## src/hdl/glyph_lru_cache_core_assert.svh

```systemverilog
// Assertion macros for the glyph cache core.
// Expects clk and rst in the scope of the file that includes it.
`ifndef GLYPH_LRU_CACHE_CORE_ASSERT_SVH
`define GLYPH_LRU_CACHE_CORE_ASSERT_SVH

// Same-cycle implication, off during reset.
`define GLC_ASSERT_NOW(label, ante, cons) \
  label: assert property (@(posedge clk) disable iff (rst) (ante) |-> (cons)) \
    else $error("glyph cache assertion failed");

// Next-cycle implication, off during reset.
`define GLC_ASSERT_NEXT(label, ante, cons) \
  label: assert property (@(posedge clk) disable iff (rst) (ante) |=> (cons)) \
    else $error("glyph cache assertion failed");

`endif

```

## src/hdl/glc_ram.sv

```systemverilog
// Generic simple dual-port RAM, one write and one registered read port.
// No dependencies.
module glc_ram #(
  parameter int WIDTH = 8,
  parameter int DEPTH = 16
) (
  input  logic                     clk,
  input  logic                     we,
  input  logic [$clog2(DEPTH)-1:0] waddr,
  input  logic [WIDTH-1:0]         wdata,
  input  logic [$clog2(DEPTH)-1:0] raddr,
  output logic [WIDTH-1:0]         rdata
);
  logic [WIDTH-1:0] mem [DEPTH];

  always_ff @(posedge clk) begin
    if (we) begin
      mem[waddr] <= wdata;
    end
    rdata <= mem[raddr];
  end
endmodule

```

## config.mk

```make
export PLATFORM = sky130hd
export DESIGN_NAME = glc_ram
export DESIGN_NICKNAME = d
export VERILOG_FILES = /design/src/hdl/glyph_lru_cache_core_assert.svh /design/src/hdl/glc_ram.sv
export SDC_FILE = /design/constraint.sdc
export NUM_CORES = 1
export LEC_CHECK = 0
export ABC_AREA = 1
export ABC_CLOCK_PERIOD_IN_PS = 1300
export BUFFER_PORTS_ARGS = -buffer_cell sky130_fd_sc_hd__buf_4
export CELL_PAD_IN_SITES_DETAIL_PLACEMENT = 0
export CELL_PAD_IN_SITES_GLOBAL_PLACEMENT = 2
export CORE_AREA = 2 2 137 126
export CTS_CLUSTER_DIAMETER = 200
export DETAILED_ROUTE_END_ITERATION = 8
export DIE_AREA = 0 0 139 128
export GPL_TIMING_DRIVEN = 0
export HOLD_SLACK_MARGIN = 0.02
export PLACE_DENSITY_LB_ADDON = 0.1
export SLEW_MARGIN = 40
export SYNTH_ARGS = -nofsm -noshare
export SYNTH_HDL_FRONTEND = slang
export SYNTH_SLANG_ARGS = --single-unit
```

## constraint.sdc

```tcl
create_clock -name clk -period 1.3 [get_ports clk]
set_clock_uncertainty 0.15 [all_clocks]
set_input_delay 0.13 -clock clk [delete_from_list [all_inputs] [get_ports clk]]
set_output_delay 0.13 -clock clk [all_outputs]
set_load 0.005 [all_outputs]
```

==> flow_metrics.py, run 1 <==
metrics = {
    "status": {
        "outcome": "complete, no violations",
    },
    "run": {
        "drv_cap": 0,
    },
    "clock_network": {
        "clk_latency_ns": 0.41,
        "clk_pin_slew_ns": 0.06,
        "root_buffer": "clkbuf_16",
        "cts_tree": "done",
        "cts_buffer_depth": 2,
        "clkSinkCount": 136,
        "cts_made_buffers": 17,
        "cts_max_level": 4,
    },
    "sta": {
        "setup_viol": 0,
        "slew_viol_final": 0,
        "finalSetupTns_ns": 0,
        "fin_crit_ns": 1.243,
        "final-hold-violation-count": 0,
        "slew_headroom_pct": 45.09,
        "max_freq_mhz": 804.6,
        "grt_setup_unrepaired": "no",
        "fin_crit_sh_pct": 95.60,
        "holdWs_ns": 0.04129,
        "worstMarginPinSlew_ns": 0.8206,
    },
    "global_route": {
        "grt_pass1_wl_um": 24210,
        "grt_overflow_total": 0,
        "met2_usage_pct": 29.44,
        "grtUsageMet3_pct": 4.109,
        "grt_pass1_vias": 3679,
        "antenna_found_initial": 0,
        "grt_max_degree": 17,
        "grtUsageTotal_pct": 19.25,
        "top_usage_layer": "met2",
        "met1_usage_pct": 28.44,
    },
    "yosys": {
        "syn_nets": 569,
        "synth_cells": 551,
        "yosys_register_bits": 136,
        "synth-seq-area-share_pct": 69.43,
        "yosysWarningCount": 0,
        "synthDistinctLibCells": 12,
        "synthTopCellsByArea": "edfxtp_1 67%, nand2_1 11%, nand3_1 8.4%",
        "synth.most_common_cell": "nand2_1",
        "synthDominantCellAreaShare_pct": 66.65,
        "async_flop_share_pct": 0,
        "avgSynthCellArea_um2": 10.47,
        "ys_top_cells_by_count": "173 x nand2_1, 128 x edfxtp_1, 100 x inv_1",
        "yosys.area.top_type": "edfxtp_1",
        "synth_flop_cell": "edfxtp_1",
        "syn_area_mm2": 0.005767,
        "synth_edf_count": 128,
    },
    "route": {
        "antenna_left": 0,
        "drc": 0,
        "drt_iter0_markers": 277,
        "vias": 3756,
        "drt_first_pass_iters": 4,
        "drt-vias-per-instance": 4.547,
        "routed_wl_um": 16190,
        "wl_per_cell_um": 19.60,
    },
    "worst_setup_path": {
        "path_max_fanout": 8,
        "cp.required_ns": 1.20,
        "cp-end-kind": "flip-flop",
        "start_kind": "input pin",
        "path_class": "in -> reg",
        "arrival_ns": 1.14,
    },
    "die": {
        "rows": 45,
        "core_mm2": 0.01644,
        "die_x_um": 139,
        "die_area_mm2": 0.01779,
        "ios": 26,
        "initial_core_util_pct": 35.08,
        "fp.dieH_um": 128,
    },
    "final_layout": {
        "final_util_pct": 41.57,
        "drive_gt1_share_pct": 13.66,
        "fin_nets": 621,
        "final_area_mm2": 0.006834,
        "fillers": 1605,
        "synthToLayoutAreaGrowth_pct": 18.51,
        "insertedDiodeCount": 0,
    },
    "place": {
        "placed_cell_area_mm2": 0.006221,
        "port_buffers": 22,
        "gp_congestion": 0.7467,
        "hpwlAfterDp_um": 10310,
    },
    "power": {
        "leakage_uw": 0.002918,
        "worst_ir_drop_vdd_v": 0.001125,
        "power.total_uw": 9752,
        "p_per_area_mw_per_mm2": 1427,
    },
    "worst_hold_path": {
        "hold_class": "in -> reg",
    },
}
[layout make-up]
cell class / count / area, um2 / share of cell area, %
Buffer: 24 / 166.4 / 2.435
Multi-Input combinational cell: 289 / 1256 / 18.38
Sequential cell: 136 / 4004 / 58.59
Clock inverter: 6 / 30.03 / 0.4394
Tap cell: 211 / 264.0 / 3.863
Clock buffer: 25 / 455.4 / 6.664
Inverter: 102 / 382.9 / 5.602
Timing Repair Buffer: 33 / 275.3 / 4.028
[power by group]
part	switching (uW)	total (uW)	internal, uW
combinational	487	726	238
sequential	23.8	4930	4900
clock	1700	4100	2400
[flip-flops by register name, indices dropped and copies added (netlist names)]
signal and count:
rdata 8, mem 128
[worst max-delay path: stages]
cell,delay (ns)
buf_4,0.12
nand3b_1,0.30
nor2_2,0.58
[placed cells by master, fill, tap and decap left out]
cell,Yosys,final
clkbuf_1,0,8
nand3_2,0,1
nor2_2,0,12
clkinv_2,0,6
inv_1,100,100
dlygate4sd3_1,0,11
buf_6,6,6
buf_4,4,26
nand3b_1,2,2
buf_1,1,1
clkbuf_16,0,17
inv_2,2,2
dfxtp_1,8,8
nand3_1,97,96
buf_2,13,13
nor2_4,0,1
edfxtp_1,128,128
nor2_1,17,4
nand2_1,173,173
[routing by layer]
| layer | wire length (um) | vias up |
|---|---|---|
| met5 | 0 | - |
| met4 | 116 | 0 |
| met3 | 701 | 8 |
| met2 | 7269 | 78 |
| met1 | 8104 | 1793 |
| li1 | - | 1877 |
[repair_timing]
action                                 4_1_cts  5_1_grt
endpoints found under the hold margin      130        0
resized for setup                            2        2
hold buffers                                11        0
setup buffers                                0        0
setup endpoints to repair                   16        9
[metrics by stage]
step | cells | worst slack [ns]
4_1_cts | 826 | 0.01837
6_report | 826 | 0.05719
3_5_place_dp | 784 | -0.4908
2_1_floorplan | 551 | 0.06916
3_3_place_gp | 784 | -0.6291
5_1_grt | 826 | 0.01213
[logic make-up after synthesis]
family	count (synthesis)	share of synthesized area, %
buffers and inverters	126	9.525
DFF	136	69.43
and+or+nand+nor	289	21.05
[path summary, 6_finish.rpt]
kind | endpoint | slack (ns) | depth (start not counted) | from
max | mem[5][5] | 0.06 | 3 | waddr[3]
min | rdata[4] | 0.04 | 4 | raddr[2]
max reg2reg | rdata[1] | 0.11 | 6 | mem[11][1]
min reg2reg | rdata[2] | 0.54 | 6 | mem[6][2]
Note: power is estimated with default switching activity, not from simulation.
==> run 2: changes to the inputs <==
Settings changed: CORE_AREA 2 2 137 126 to 5 5 140 129, DIE_AREA 0 0 139 128 to 0 0 145 134.
==> run 2 against run 1 <==
Critical path depth stayed put. Design area is 1.1% higher. Maximum frequency is 0.28% lower. Global-route usage is 1.9 points lower. Clock power is 15% higher. Critical path type unchanged. Critical endpoint is now mem[6][5].
==> flow_metrics.py, run 2 (synthesis results as in run 1) <==
metrics = {
    "status": {
        "outcome": "complete, no violations",
    },
    "power": {
        "leakage_uw": 0.002938,
        "p_per_area_mw_per_mm2": 1499,
        "worst_ir_drop_vdd_v": 0.0009182,
    },
    "worst_setup_path": {
        "cp.required_ns": 1.20,
        "critPathMaxStageDelay_ns": 0.62,
        "crit_slowest_cell": "nor2_2",
        "crit_chain": "buf_4 > nand3b_1 > nor2_2",
        "path_max_fanout": 8,
        "arrival_ns": 1.15,
        "cp-end-kind": "flip-flop",
        "critPathBufInv": 1,
        "start_kind": "input pin",
        "path_delay_family": "simple AND/OR/NAND/NOR gates",
        "path_class": "in -> reg",
    },
    "final_layout": {
        "fin_nets": 620,
        "reg_top3": "mem (128), rdata (8)",
        "final_util_pct": 41.90,
        "final_cells": 826,
        "layout_commonest_cell": "nand2_1",
        "top_register": "mem",
        "insertedDiodeCount": 0,
        "synthToLayoutAreaGrowth_pct": 19.85,
        "drive_gt1_share_pct": 14.96,
        "mostFrequentLayoutCells": "173 x nand2_1, 128 x edfxtp_1, 100 x inv_1, 96 x nand3_1, 26 x buf_4",
        "largest_register_ffs": 128,
    },
    "sta": {
        "fin_crit_sh_pct": 95.87,
        "grt_setup_unrepaired": "no",
        "worstMarginPinSlew_ns": 0.7413,
        "slew_viol_final": 0,
        "fin_ws_ns": 0.05368,
        "final-hold-violation-count": 0,
        "fin_crit_ns": 1.246,
        "setup_viol": 0,
        "slew_headroom_pct": 50.40,
        "max_freq_mhz": 802.4,
    },
    "global_route": {
        "antenna_found_initial": 0,
        "grt_max_degree": 17,
        "grt_overflow_total": 0,
        "grtUsageTotal_pct": 17.35,
        "grt_pass1_vias": 3624,
        "grt_pass1_wl_um": 24220,
    },
    "clock_network": {
        "clkSinkCount": 136,
        "clk_pin_slew_ns": 0.06,
        "post_cts_buffers": 0,
        "cts_made_buffers": 17,
        "root_buffer": "clkbuf_16",
        "clk_latency_ns": 0.42,
        "cts_max_level": 4,
        "cts_buffer_depth": 2,
        "cts_tree": "done",
    },
    "worst_hold_path": {
        "hold_class": "in -> reg",
    },
    "route": {
        "wl_per_cell_um": 19.76,
        "drt_first_pass_iters": 4,
        "antenna_left": 0,
        "routed_wl_um": 16330,
        "drt-vias-per-instance": 4.576,
        "drt_iter0_markers": 354,
        "vias": 3780,
        "drc": 0,
    },
    "run": {
        "drv_cap": 0,
    },
    "die": {
        "fp.dieH_um": 134,
        "initial_core_util_pct": 34.96,
        "die_area_mm2": 0.01943,
        "core_mm2": 0.01650,
        "rows": 45,
        "ios": 26,
        "die_x_um": 145,
    },
    "place": {
        "hpwlAfterDp_um": 10500,
        "place_ws_ns": -0.4433,
        "gp_congestion": 0.7566,
        "place_inst": 784,
        "port_buffers": 22,
    },
}
==> run 2: cell count changes in the layout (fill, tap and decap cells not counted), sizes merged <==
cell,previous run,this run
clkinv,6,5
dlygate4sd3,11,10
clkbuf,25,17
inv,102,105
clkinvlp,0,5
bufinv,0,2
==> run 2: worst paths after layout <==
kind / startpoint / to / slack (ns) / depth (start not counted)
max: waddr[3] / mem[6][5] / 0.05 / 3
min: raddr[1] / rdata[1] / 0.08 / 5
max reg2reg: mem[10][1] / rdata[1] / 0.09 / 6
min reg2reg: mem[4][2] / rdata[2] / 0.55 / 6
==> run 2: worst register-to-register path, delay by kind of cell (launching register included) <==
kind / cells / cell delay [ns]
AND/OR/NAND/NOR: 5 / 0.53
buffers and inverters: 1 / 0.06
flip-flops: 1 / 0.36
==> run 2: metal layers <==
| metal | vias up | track usage, % | share of wire [%] |
|---|---|---|---|
| met5 | - | 0 | 0 |
| met4 | 0 | 5.073 | 1.3 |
| met3 | 13 | 3.547 | 3.5 |
| met2 | 75 | 26.08 | 45 |
| met1 | 1814 | 25.46 | 50 |
| li1 | 1878 | - | - |
==> run 2: repair_timing <==
item	in CTS	in global routing
endpoints found under the setup margin	1	9
hold endpoints to repair	132	0
gates resized for setup	1	2
hold buffers	10	0
==> run 2: metrics by stage <==
stage / hold WS, ns / area [um2] / setup TNS [ns] / power [uW]
floorplan: 0.07887 / 5767 / 0 / 5365
global route: 0.1092 / 6912 / 0 / 10700
finish: 0.08455 / 6912 / 0 / 10360
detailed placement: 0.3461 / 6218 / -42.44 / 5728
global placement: 0.3461 / 6196 / -56.34 / 5713
CTS: 0.07637 / 6897 / 0 / 10430
==> run 2: cell type report <==
| class | count | area (um2) |
|---|---|---|
| Buffer | 24 | 166.4 |
| Timing Repair Buffer | 32 | 265.3 |
| Sequential cell | 136 | 4004 |
| Inverter | 102 | 382.9 |
| Clock buffer | 17 | 425.4 |
| Clock inverter | 15 | 150.1 |
| Fill cell | 1625 | 9585 |
| Multi-Input combinational cell | 289 | 1254 |
| Tap cell | 211 | 264.0 |
==> run 2: power breakdown <==
part	total (uW)	switching, uW	internal, uW
Sequential	4930	25.3	4900
Combinational	724	488	236
Clock	4710	1890	2820
==> run 3: changes to the inputs <==
Settings changed: ABC_CLOCK_PERIOD_IN_PS 1300 to 1400, CORE_AREA 5 5 140 129 to 5 5 133 122, DIE_AREA 0 0 145 134 to 0 0 138 127.
Clock period 1.3 ns to 1.4 ns, I/O delays scaled along.
==> run 3 against run 2 <==
Cell count shrank 1.6%. First-iteration DRC count grew 24%. Critical path type unchanged. Critical endpoint is now mem[11][1]. Die area shrank 9.8%. Largest cell class unchanged. Power shrank 5.7%. Combinational power shrank 8.1%. Routed wire length shrank 4.9%.
==> flow_metrics.py, run 3 (synthesis results as in run 1) <==
metrics = {
    "status": {
        "outcome": "complete, no violations",
    },
    "route": {
        "drt_first_pass_iters": 4,
        "drc": 0,
        "vias": 3824,
        "drt_iter0_markers": 438,
        "drt-vias-per-instance": 4.704,
        "routed_wl_um": 15520,
        "wl_per_cell_um": 19.09,
        "antenna_left": 0,
    },
    "sta": {
        "max_freq_mhz": 778.5,
        "worstMarginPinSlew_ns": 0.8033,
        "fin_crit_sh_pct": 91.76,
        "fin_crit_ns": 1.285,
        "slew_viol_final": 0,
        "final-hold-violation-count": 0,
        "setup_viol": 0,
        "slew_headroom_pct": 46.25,
        "grt_setup_unrepaired": "no",
        "holdWs_ns": 0.09147,
    },
    "final_layout": {
        "reg_top3": "mem (128), rdata (8)",
        "top_register": "mem",
        "fin_nets": 620,
        "drive_gt1_share_pct": 13.82,
        "layout_commonest_cell": "nand2_1",
        "synthToLayoutAreaGrowth_pct": 19.74,
        "mostFrequentLayoutCells": "173 x nand2_1, 128 x edfxtp_1, 100 x inv_1, 97 x nand3_1, 26 x buf_4",
        "largest_register_ffs": 128,
        "seq_area_mm2": 0.004004,
        "final_util_pct": 47.27,
        "final_area_mm2": 0.006905,
        "insertedDiodeCount": 0,
        "multi_input_area_mm2": 0.001234,
        "final_cells": 813,
        "fillers": 1410,
    },
    "run": {
        "drv_cap": 0,
    },
    "place": {
        "gp_congestion": 0.7588,
        "placed_cell_area_mm2": 0.006200,
        "hpwlAfterDp_um": 10090,
        "port_buffers": 22,
        "place_inst": 771,
    },
    "global_route": {
        "grt_pass1_wl_um": 23320,
        "grt_max_degree": 17,
        "grt_pass1_vias": 3653,
        "antenna_found_initial": 0,
        "grtUsageTotal_pct": 18.54,
        "grt_overflow_total": 0,
    },
    "clock_network": {
        "clk_pin_slew_ns": 0.06,
        "cts_tree": "done",
        "cts_made_buffers": 17,
        "cts_resized": 0,
        "clk_latency_ns": 0.42,
        "cts_max_level": 4,
        "root_buffer": "clkbuf_16",
        "cts_buffer_depth": 2,
        "clkSinkCount": 136,
        "post_cts_buffers": 0,
        "ctsHoldBuffers": 10,
    },
    "worst_setup_path": {
        "r2r_cells": 6,
        "critPathLaunch": "waddr[2]",
        "rrSetupSlack_ns": 0.22,
        "path_max_fanout": 8,
        "cp.required_ns": 1.29,
        "start_kind": "input pin",
        "critPathMaxStageDelay_ns": 0.67,
        "path_class": "in -> reg",
        "endpoint": "mem[11][1]",
        "cp-end-kind": "flip-flop",
        "r2r_start": "mem[11][5]",
        "crit_chain": "buf_4 > nand3b_1 > nor2_1",
        "crit_slowest_cell": "nor2_1",
        "arrival_ns": 1.18,
        "rr_endpoint": "rdata[5]",
    },
    "power": {
        "p_seq_share_pct": 46.8,
        "swShare_pct": 21.69,
        "p_comb_share_pct": 6.8,
        "worst_ir_drop_vdd_v": 0.001081,
        "p_per_area_mw_per_mm2": 1415,
        "p_int_uw": 7654,
        "leakage_uw": 0.002959,
        "power.total_uw": 9774,
        "p_clk_share_pct": 46.4,
        "switching_power_uw": 2120,
    },
    "die": {
        "fp.dieH_um": 127,
        "core_mm2": 0.01461,
        "initial_core_util_pct": 39.47,
        "die_x_um": 138,
        "rows": 42,
        "ios": 26,
        "die_area_mm2": 0.01753,
    },
    "worst_hold_path": {
        "hold_class": "in -> reg",
    },
}
-- run 3: cell count changes in the layout (fill, tap and decap cells not counted), moves of 2 or more --
cell / delta
inv_6: -2
clkinvlp_4: -2
clkbuf_8: +2
nor2_2: -6
nor2_1: +6
-- run 3: worst min-delay path by stage --
stage,startpoint,end,slack (ns),cells after the start
global route,raddr[3],rdata[6],0.13,3
detailed placement,wdata[2],mem[11][2],0.35,1
CTS,raddr[3],rdata[6],0.08,3
global placement,wdata[2],mem[10][2],0.35,1
finish,raddr[3],rdata[6],0.09,3
floorplan,wdata[0],mem[0][0],0.09,0
-- run 3: critical path, delay by kind of cell --
family | cells | cell delay, ns
AND/OR/NAND/NOR | 2 | 0.92
buffers and inverters | 1 | 0.12
-- run 3: cell type report --
cell class	count	area share (%)
plain buffers	24	2.410
clock buffers	20	6.614
clock inverters	12	2.156
inverters	102	5.544
multi-input cells	289	17.87
flip-flops and latches	136	57.98
well taps	198	3.588
repair buffers	32	3.841
-- run 3: power groups by stage --
stage	combinational [uW]	sequential (uW)	clock (uW)
after floorplan	321	4660	0
after global placement	640	4660	0
after detailed placement	649	4660	0
after CTS	672	4580	4590
after global routing	736	4580	4780
final	665	4580	4530
-- run 3: through the flow --
stage / setup TNS (ns) / setup slack [ns]
2_1_floorplan: 0 / 0.1592
3_3_place_gp: -41.68 / -0.5045
3_5_place_dp: -29.56 / -0.3568
4_1_cts: 0 / 0.08710
5_1_grt: 0 / 0.03718
6_report: 0 / 0.1154
-- run 3: layer usage --
metal	wire length, um	track usage [%]	vias up
met5	0	0	-
met4	213	6.275	0
met3	1080	4.895	14
met2	6720	27.01	116
met1	7506	27.03	1817
li1	-	-	1877
